--- src/hw/rtl/fwfsi_pkg.sv ---
// ----------------------------------------------------------------------------
// fwfsi_pkg: shared types and constants
// Word layouts, command and status codes for the FIFO with fourth-slot insert.
// ----------------------------------------------------------------------------
package fwfsi_pkg;

  localparam int DEPTH      = 16;
  localparam int PTR_W      = $clog2(DEPTH);
  localparam int CNT_W      = $clog2(DEPTH + 1);
  localparam int DATA_W     = 32;
  localparam int INSERT_POS = 3;

  typedef enum logic [1:0] {
    CMD_PUSH   = 2'd0,
    CMD_INSERT = 2'd1,
    CMD_POP    = 2'd2,
    CMD_CLEAR  = 2'd3
  } cmd_t;

  typedef enum logic [1:0] {
    ST_OK    = 2'd0,
    ST_EMPTY = 2'd1,
    ST_FULL  = 2'd2
  } status_t;

  typedef struct packed {
    cmd_t              command;
    logic [DATA_W-1:0] data_in;
  } req_word_t;

  typedef struct packed {
    logic [DATA_W-1:0] data_out;
    status_t           status;
    logic              is_empty;
    logic [CNT_W-1:0]  level;
  } rsp_word_t;

endpackage

--- src/hw/rtl/fifo_with_fourth_slot_insert.sv ---
// ----------------------------------------------------------------------------
// fifo_with_fourth_slot_insert: 16-deep queue with a priority insert
// Circular buffer in a single-port-write, registered-read store, driven by a
// small sequencer that moves entries one by one (read, then write) on insert.
// ----------------------------------------------------------------------------
// Usage:
//   req channel (req_valid/req_ready, req): one command word - push at tail,
//   insert as fourth from head, pop head or clear.
//   rsp channel (rsp_valid/rsp_ready, rsp): exactly one result word per
//   command - popped data, status, empty flag and fill level after the step.
// Steps, from acceptance to rsp_valid:
//   push, clear, insert with three or fewer held, or any rejected command:
//     straight to the result state;
//   pop: one registered read of the store, then the result;
//   insert behind the third entry: each later entry is read then written
//     back one slot through the shared address adder and the single store
//     port, then the new word is written into the fourth slot.
//   One command is in flight at a time: req_ready is high only when the
//   sequencer is idle, so a new word is taken the cycle after a result leaves.
// Reset clears the fill level and head pointer; stored words are not cleared.
// A stalled receiver simply holds the result in the output register, and no
// new request is taken until it goes.
// ----------------------------------------------------------------------------
module fifo_with_fourth_slot_insert (
  input  logic                 clk,
  input  logic                 rst,
  input  logic                 req_valid,
  output logic                 req_ready,
  input  fwfsi_pkg::req_word_t req,
  output logic                 rsp_valid,
  input  logic                 rsp_ready,
  output fwfsi_pkg::rsp_word_t rsp
);

  typedef enum logic [5:0] {
    S_IDLE     = 6'b000001,
    S_POP_WAIT = 6'b000010,
    S_SHIFT_RD = 6'b000100,
    S_SHIFT_WR = 6'b001000,
    S_INS_WR   = 6'b010000,
    S_RESULT   = 6'b100000
  } state_t;

  state_t                              state, state_next;
  logic [fwfsi_pkg::PTR_W-1:0]         head;
  logic [fwfsi_pkg::CNT_W-1:0]         count;
  logic [fwfsi_pkg::CNT_W-1:0]         idx;
  logic [fwfsi_pkg::DATA_W-1:0]        word;
  logic [fwfsi_pkg::DATA_W-1:0]        rd_data;
  logic [fwfsi_pkg::DATA_W-1:0]        mem [fwfsi_pkg::DEPTH];

  logic                                accept;
  logic                                is_full;
  logic                                direct_push;
  logic [fwfsi_pkg::CNT_W-1:0]         offset;
  logic [fwfsi_pkg::PTR_W-1:0]         addr;
  logic                                wr_en;
  logic [fwfsi_pkg::DATA_W-1:0]        wr_data;
  logic [fwfsi_pkg::CNT_W-1:0]         idx_dec;

  assign req_ready = (state == S_IDLE);
  assign rsp_valid = (state == S_RESULT);
  assign accept    = req_valid & req_ready;
  assign is_full   = (count >= fwfsi_pkg::CNT_W'(fwfsi_pkg::DEPTH));
  assign idx_dec   = idx - fwfsi_pkg::CNT_W'(1);

  // Push lands straight at the tail; so does an insert into a short queue.
  assign direct_push = !is_full &&
                       ((req.command == fwfsi_pkg::CMD_PUSH) ||
                        ((req.command == fwfsi_pkg::CMD_INSERT) &&
                         (count <= fwfsi_pkg::CNT_W'(fwfsi_pkg::INSERT_POS))));

  // Shared address unit: logical offset from head to physical slot.
  always_comb begin
    case (state)
      S_IDLE:     offset = (req.command == fwfsi_pkg::CMD_POP) ? '0 : count;
      S_SHIFT_RD: offset = idx_dec;
      S_SHIFT_WR: offset = idx;
      S_INS_WR:   offset = fwfsi_pkg::CNT_W'(fwfsi_pkg::INSERT_POS);
      default:    offset = '0;
    endcase
  end

  assign addr = head + offset[fwfsi_pkg::PTR_W-1:0];

  always_comb begin
    wr_en   = 1'b0;
    wr_data = word;
    case (state)
      S_IDLE: begin
        wr_en   = accept && direct_push;
        wr_data = req.data_in;
      end
      S_SHIFT_WR: begin
        wr_en   = 1'b1;
        wr_data = rd_data;
      end
      S_INS_WR: begin
        wr_en = 1'b1;
      end
      default: begin
        wr_en = 1'b0;
      end
    endcase
  end

  // Word store: one write, one registered read per cycle.
  always_ff @(posedge clk) begin
    if (wr_en) begin
      mem[addr] <= wr_data;
    end
    rd_data <= mem[addr];
  end

  always_comb begin
    state_next = state;
    case (state)
      S_IDLE: begin
        if (accept) begin
          if ((req.command == fwfsi_pkg::CMD_POP) && (count != '0)) begin
            state_next = S_POP_WAIT;
          end else if ((req.command == fwfsi_pkg::CMD_INSERT) && !is_full &&
                       !direct_push) begin
            state_next = S_SHIFT_RD;
          end else begin
            state_next = S_RESULT;
          end
        end
      end
      S_POP_WAIT: state_next = S_RESULT;
      S_SHIFT_RD: state_next = S_SHIFT_WR;
      S_SHIFT_WR: begin
        if (idx_dec == fwfsi_pkg::CNT_W'(fwfsi_pkg::INSERT_POS)) begin
          state_next = S_INS_WR;
        end else begin
          state_next = S_SHIFT_RD;
        end
      end
      S_INS_WR: state_next = S_RESULT;
      S_RESULT: begin
        if (rsp_ready) begin
          state_next = S_IDLE;
        end
      end
      default: state_next = S_IDLE;
    endcase
  end

  always_ff @(posedge clk) begin
    if (rst) begin
      state <= S_IDLE;
      head  <= '0;
      count <= '0;
    end else begin
      state <= state_next;
      case (state)
        S_IDLE: begin
          if (accept) begin
            case (req.command)
              fwfsi_pkg::CMD_POP:   ;
              fwfsi_pkg::CMD_CLEAR: count <= '0;
              default: begin
                if (direct_push) begin
                  count <= count + fwfsi_pkg::CNT_W'(1);
                end
              end
            endcase
          end
        end
        S_POP_WAIT: begin
          head  <= head + fwfsi_pkg::PTR_W'(1);
          count <= count - fwfsi_pkg::CNT_W'(1);
        end
        S_INS_WR: count <= count + fwfsi_pkg::CNT_W'(1);
        default: ;
      endcase
    end
  end

  // Payload registers: working word, shift index and the result word.
  always_ff @(posedge clk) begin
    case (state)
      S_IDLE: begin
        if (accept) begin
          word         <= req.data_in;
          idx          <= count;
          rsp.data_out <= '0;
          case (req.command)
            fwfsi_pkg::CMD_POP: begin
              if (count == '0) begin
                rsp.status <= fwfsi_pkg::ST_EMPTY;
              end else begin
                rsp.status <= fwfsi_pkg::ST_OK;
              end
              rsp.level    <= count;
              rsp.is_empty <= (count == '0);
            end
            fwfsi_pkg::CMD_CLEAR: begin
              rsp.status   <= fwfsi_pkg::ST_OK;
              rsp.level    <= '0;
              rsp.is_empty <= 1'b1;
            end
            default: begin
              if (is_full) begin
                rsp.status   <= fwfsi_pkg::ST_FULL;
                rsp.level    <= count;
                rsp.is_empty <= 1'b0;
              end else begin
                // Any accepted push or insert leaves one more entry.
                rsp.status   <= fwfsi_pkg::ST_OK;
                rsp.level    <= count + fwfsi_pkg::CNT_W'(1);
                rsp.is_empty <= 1'b0;
              end
            end
          endcase
        end
      end
      S_POP_WAIT: begin
        rsp.data_out <= rd_data;
        rsp.level    <= count - fwfsi_pkg::CNT_W'(1);
        rsp.is_empty <= (count == fwfsi_pkg::CNT_W'(1));
      end
      S_SHIFT_WR: idx <= idx_dec;
      default: ;
    endcase
  end

endmodule

--- config.mk ---
export PLATFORM = sky130hd
export DESIGN_NAME = fifo_with_fourth_slot_insert
export DESIGN_NICKNAME = d
export VERILOG_FILES = /design/src/hw/rtl/fwfsi_pkg.sv /design/src/hw/rtl/fifo_with_fourth_slot_insert.sv
export SDC_FILE = /design/constraint.sdc
export NUM_CORES = 1
export LEC_CHECK = 0
export BUFFER_PORTS_ARGS = -buffer_cell sky130_fd_sc_hd__buf_2
export CORE_UTILIZATION = 56
export DETAILED_ROUTE_END_ITERATION = 7
export PLACE_DENSITY = 0.85
export SYNTH_ARGS = -nofsm -noshare
export SYNTH_HDL_FRONTEND = slang
export SYNTH_SLANG_ARGS = --single-unit
--- constraint.sdc ---
create_clock -name clk -period 7.7 [get_ports clk]
set_input_delay 1.925 -clock clk [delete_from_list [all_inputs] [get_ports clk]]
set_output_delay 1.925 -clock clk [all_outputs]
set_load 0.005 [all_outputs]
**Yosys cells after proc, flatten, opt, wreduce, memory -nomap -nowiden**

Memory sizes are Yosys's and may differ from the RTL's. A register that Yosys moved wholly into a read port is not among the register bits.
Index checks and enable logic that the tools add are counted.
Widths: inputs -> output; s select.

- Bits of input ports: 38
- Output and inout port bits: 42
- Memories kept: 1
- Word-level logic and storage cells: 79
- Memory bits (writable): 512
- Register bits: 92

Memories:

| name | depth | bits a word | rd ports | clocked after Yosys merged registers in | write ports | RTL line | source |
|---|---|---|---|---|---|---|---|
| mem | 16 | 32 | 1 | 1 | 1 | fifo_with_fourth_slot_insert.sv:50 | `logic [fwfsi_pkg::DATA_W-1:0] mem [fwfsi_pkg::DEPTH];` |

- Bitwise logic cells: 1
- Equal/unequal tests: 15
- Reductions and logical operators: 22
- Magnitude comparators: 2
- Mux-type cells: 24
- Add/subtract/negate cells: 5

Operators by type and width:

| cell | count |
|---|---|
| $pmux 32 s2 | 2 |
| $mux 40 | 1 |
| $pmux 6 s5 | 1 |
| $mux 6 | 4 |
| $mux 5 | 4 |
| $pmux 5 s2 | 2 |
| $pmux 4 s4 | 1 |
| $pmux 8 s2 | 1 |
| $pmux 5 s3 | 1 |
| $pmux 6 s2 | 1 |
| $sub 5x1->5 const B | 2 |
| $mux 8 | 1 |
| $reduce_and 2->1 | 4 |
| $eq 6x1->1 const B | 1 |
| $eq 6x2->1 const B | 1 |
| $eq 6x3->1 const B | 1 |
| $eq 6x4->1 const B | 1 |
| $eq 6x5->1 const B | 1 |
| $eq 6x6->1 const B | 1 |
| $logic_and 1x1->1 | 6 |
| $add 5x1->5 const B | 1 |
| $eq 5x1->1 const B | 1 |
| $eq 5x2->1 const B | 1 |
| $ge 5x5->1 const B | 1 |
| other kinds (21) | 28 |

**Longest topological paths before layout**

- Depth in word-level cells: 10
- Mapped depth: 13
- Gate-level depth less buffers: 11

**Worst setup path after synthesis**

OpenSTA, ideal clock, no wires.

- Path kind: input to register
- From: input req[33] (netlist bit)
- To: memory mem[2][0] (netlist bit) (enable)
- Required time: 7.198 ns
- Setup time: 0.502 ns
- Data arrival time: 7.499 ns
- Setup slack: -0.300 ns
- Stages on the path: 11
- Path buffers: 3
- Path through: clkbuf_1 > nor2b_1 > nor2_1 > a221oi_1 > nand2_1 > ha_1 > fa_1 > clkbuf_1 > clkbuf_1 > nand2_1 > nor4_1

- Cells in the longest elaborated chain, start to end: 8
- Elaborated cells between the ends (all ways): 13
- Classes of those cells: 1 x add/sub; 2 x eq/ne; 5 x mux; 5 x reduce/logical

RTL lines:

| item | RTL line | source |
|---|---|---|
| from (decl) | fifo_with_fourth_slot_insert.sv:29 | `input fwfsi_pkg::req_word_t req,` |
| branches (longest 8 deep; another with $add 4x4->4) | - |  |
| to (decl) | fifo_with_fourth_slot_insert.sv:50 |  |

Parallel ways; which one is timed is not known.

**Final worst setup path**

- From: input req[33] (netlist bit)
- To: memory mem[8][24] (netlist bit) (enable)

The elaborated chain is that of the path after synthesis.

==> flow_metrics.tcl <==
set metrics [dict create \
    outcome "finished clean" \
    crit_arrival_ps 6060 \
    hold_depth 1 \
    dp_slack_ps 1320 \
    p_per_area_mw_per_mm2 289 \
    finalSetupViolations 0 \
    grt_pass1_wl_mm 82.8 \
    grt.total_usage_pct 26.1 \
    ys.flop_type "edfxtp_1" \
    clock_latency_ps 630 \
    finalWorstSetupSlack_ps 1910 \
    hp-class "reg -> reg" \
    grt_remaining_overflow 0 \
    fmax_mhz 173 \
    n_antenna_cell 0 \
    stdcell_count 1936 \
    cp-start-kind "input pin" \
    cts-root-buf "clkbuf_16" \
    cts_resized 0 \
    worstHoldStart "rd_data[6]" \
    synth.avg_cell_area_sq_um 20.8 \
    rsz0062_at_grt "no" \
    ys_ff_latch 636 \
    worstPathMaxFanout 36 \
    dieWidth_um 211 \
    core_area_sq_mm 0.0431 \
    ctsLongestPathBuffers 3 \
    reg2reg_from "state[1]" \
    drc 0 \
    maxCapViolations 0 \
    path_delay_family "simple AND/OR/NAND/NOR gates" \
    worst_ep_required_time_ps 7980 \
    postRouteAntennaNets 0 \
    vdd_drop_max_uv 236 \
    antenna_found_initial 1 \
    start_util_pct 56.9 \
    grt_max_degree 99 \
    r2r_slack_ps 2120 \
    grt_pass1_vias 12900 \
    portBuffers 79 \
    synth_edf_count 589 \
    layout_common_cells "edfxtp_1 (589), mux4_2 (152), nand2_1 (87)" \
    timing.final.crit_share_pct 75.1 \
    synth_area_sq_mm 0.0245 \
    yosysSeqAreaShare_pct 76.0 \
    drt-total-wl_mm 56.1 \
    relSlewSlack_pct 24.0 \
    fin_skew_ps 16.8 \
    r2r_cells 9 \
    nNetsFinal 1348 \
    via_count 12500 \
    synth_fp_nets 1227 \
    htree_levels 2 \
    drt_iter0_markers 1657 \
    timing.rr.end "mem[8][24]" \
    setup_tns_ps 0 \
    die_y_um 211 \
    synth_cells 1179 \
    hold_viol_final 0 \
    drtPass1Iterations 5 \
    cts_made_buffers 60 \
    period_needed_ps 5790 \
    crit_chain "buf_2 -> nor2b_1 -> nor2_1 -> a221oi_1 -> nand2_1 -> ha_4 -> fa_4 -> nand2b_1 -> nor4_4 -> buf_4" \
    clock_sinks 636 \
    multiInputGateArea_sq_mm 0.00572 \
    clk_pin_slew_ps 60 \
    drive_above_1_share_pct 29.9 \
    async_flop_share_pct 0 \
    p_leak_nw 9.06 \
    slowest_delay_ps 960 \
    placement_rows 76 \
    dp_hpwl_mm 29.9 \
    cp_slowest_cell "nor4_4" \
    crit_buf_inv 2 \
    seq_area_sq_mm 0.0186 \
    syn_to_final_growth_pct 14.4 \
    fp.dieArea_sq_mm 0.0446 \
    ios 80 \
    hold_end "rsp[14]" \
    ys_warn_count 0 \
    gp_congestion 0.870 \
    fillCellCount 2674 \
    ys_types 54 \
    worst-setup-path-type "in -> reg" \
    final_common_cell "edfxtp_1" \
    ctsHoldBuffers 0 \
    final-max-slew-violation-count 0 \
    cp-end-kind "register" \
    via_per_inst 6.45 \
    dpl.cell_count 1823 \
    cts_setup_buffers 0 \
    worst_pin_slew_ps 1130 \
    wl_per_cell_um 29.0 \
    cts_tree "done" \
]
## cells by family after synthesis
group | after synthesis | synth area share, %
AO/OA/AOI/OAI | 89 | 2.55
XOR/XNOR | 14 | 0.638
adder cells (fa/ha/maj) | 10 | 0.541
buffers and inverters | 71 | 1.30
flip-flops | 636 | 76.0
multiplexers | 160 | 14.8
AND/OR/NAND/NOR | 199 | 4.14
## cells in the mapped netlist (2+ instances only)
cell type	n	area (sq um)
edfxtp_1	589	17700
mux4_2	152	3420
nand2_1	88	330
dfxtp_1	47	941
clkbuf_1	40	150
a22oi_1	34	255
and2_1	33	206
a21oi_1	20	100
nor3_1	20	100
nor2_1	19	71.3
buf_2	12	60.1
ha_1	9	113
o21ai_0	9	45.0
inv_1	8	30.0
mux4_1	8	210
nand2b_1	7	43.8
xnor2_1	7	61.3
nand3_1	6	30.0
buf_1	5	18.8
buf_6	5	56.3
nor2b_1	5	31.3
o22ai_1	5	31.3
xor2_1	4	35.0
a21o_1	3	22.5
nor4_1	3	18.8
a221oi_1	2	17.5
a32o_1	2	20.0
nand3b_1	2	15.0
nand4_1	2	12.5
nand4b_1	2	17.5
nor3b_1	2	15.0
nor4_2	2	25.0
nor4_4	2	42.5
o211ai_1	2	15.0
o31a_1	2	17.5
o32ai_1	2	17.5
xnor2_2	2	32.5
## registers in the layout (all words and copies together) (netlist names)
register  count
head          4
state         6
rsp          40
idx           5
rd_data      32
count         5
mem         512
word         32
## how the worst max path moves through the flow
stage          slack, ps  depth (start not counted)     from    endpoint
2_1_floorplan        540                         11  req[33]  mem[11][0]
3_3_place_gp        1460                         10  req[33]  mem[8][24]
3_5_place_dp        1320                         10  req[33]  mem[8][21]
4_1_cts             1920                         10  req[33]  mem[8][30]
5_1_grt             1660                         10  req[33]  mem[8][30]
6_report            1910                         10  req[33]  mem[8][24]
## area by class of cell
class | instances | share of cell area, %
clock buffer | 79 | 5.98
clock inverter | 34 | 1.82
inverter | 9 | 0.121
multi-input combinational | 472 | 20.4
sequential | 636 | 66.4
tap | 585 | 2.61
timing repair buffer | 121 | 2.62
## metal layers
layer  share of wire, %  GRT usage [%]  up-vias
li1                   -              -     5088
met1                 36           34.9     6459
met2                 50           42.8      787
met3                9.7           5.17      154
met4                3.6           10.0        0
met5                  0              0        -
## through the flow
stage	utilization, %	total power, mW	area, sq um	hold WS, ps
floorplan	-	4.65	24500	506
global placement	60.0	4.88	25800	515
detailed placement	60.0	4.93	25800	518
CTS	65.1	8.14	28000	534
global route	65.1	8.33	28000	553
finish	65.1	8.11	28000	535
## power breakdown
| group | total, mW | leakage [nW] | internal, mW | switching (mW) |
|---|---|---|---|---|
| sequential | 4.18 | 5.76 | 4.12 | 0.0536 |
| combinational | 0.696 | 2.22 | 0.206 | 0.490 |
| clock | 3.23 | 1.07 | 1.96 | 1.27 |
| total | 8.11 | 9.06 | 6.29 | 1.81 |
(Power assumes the default switching activity.)
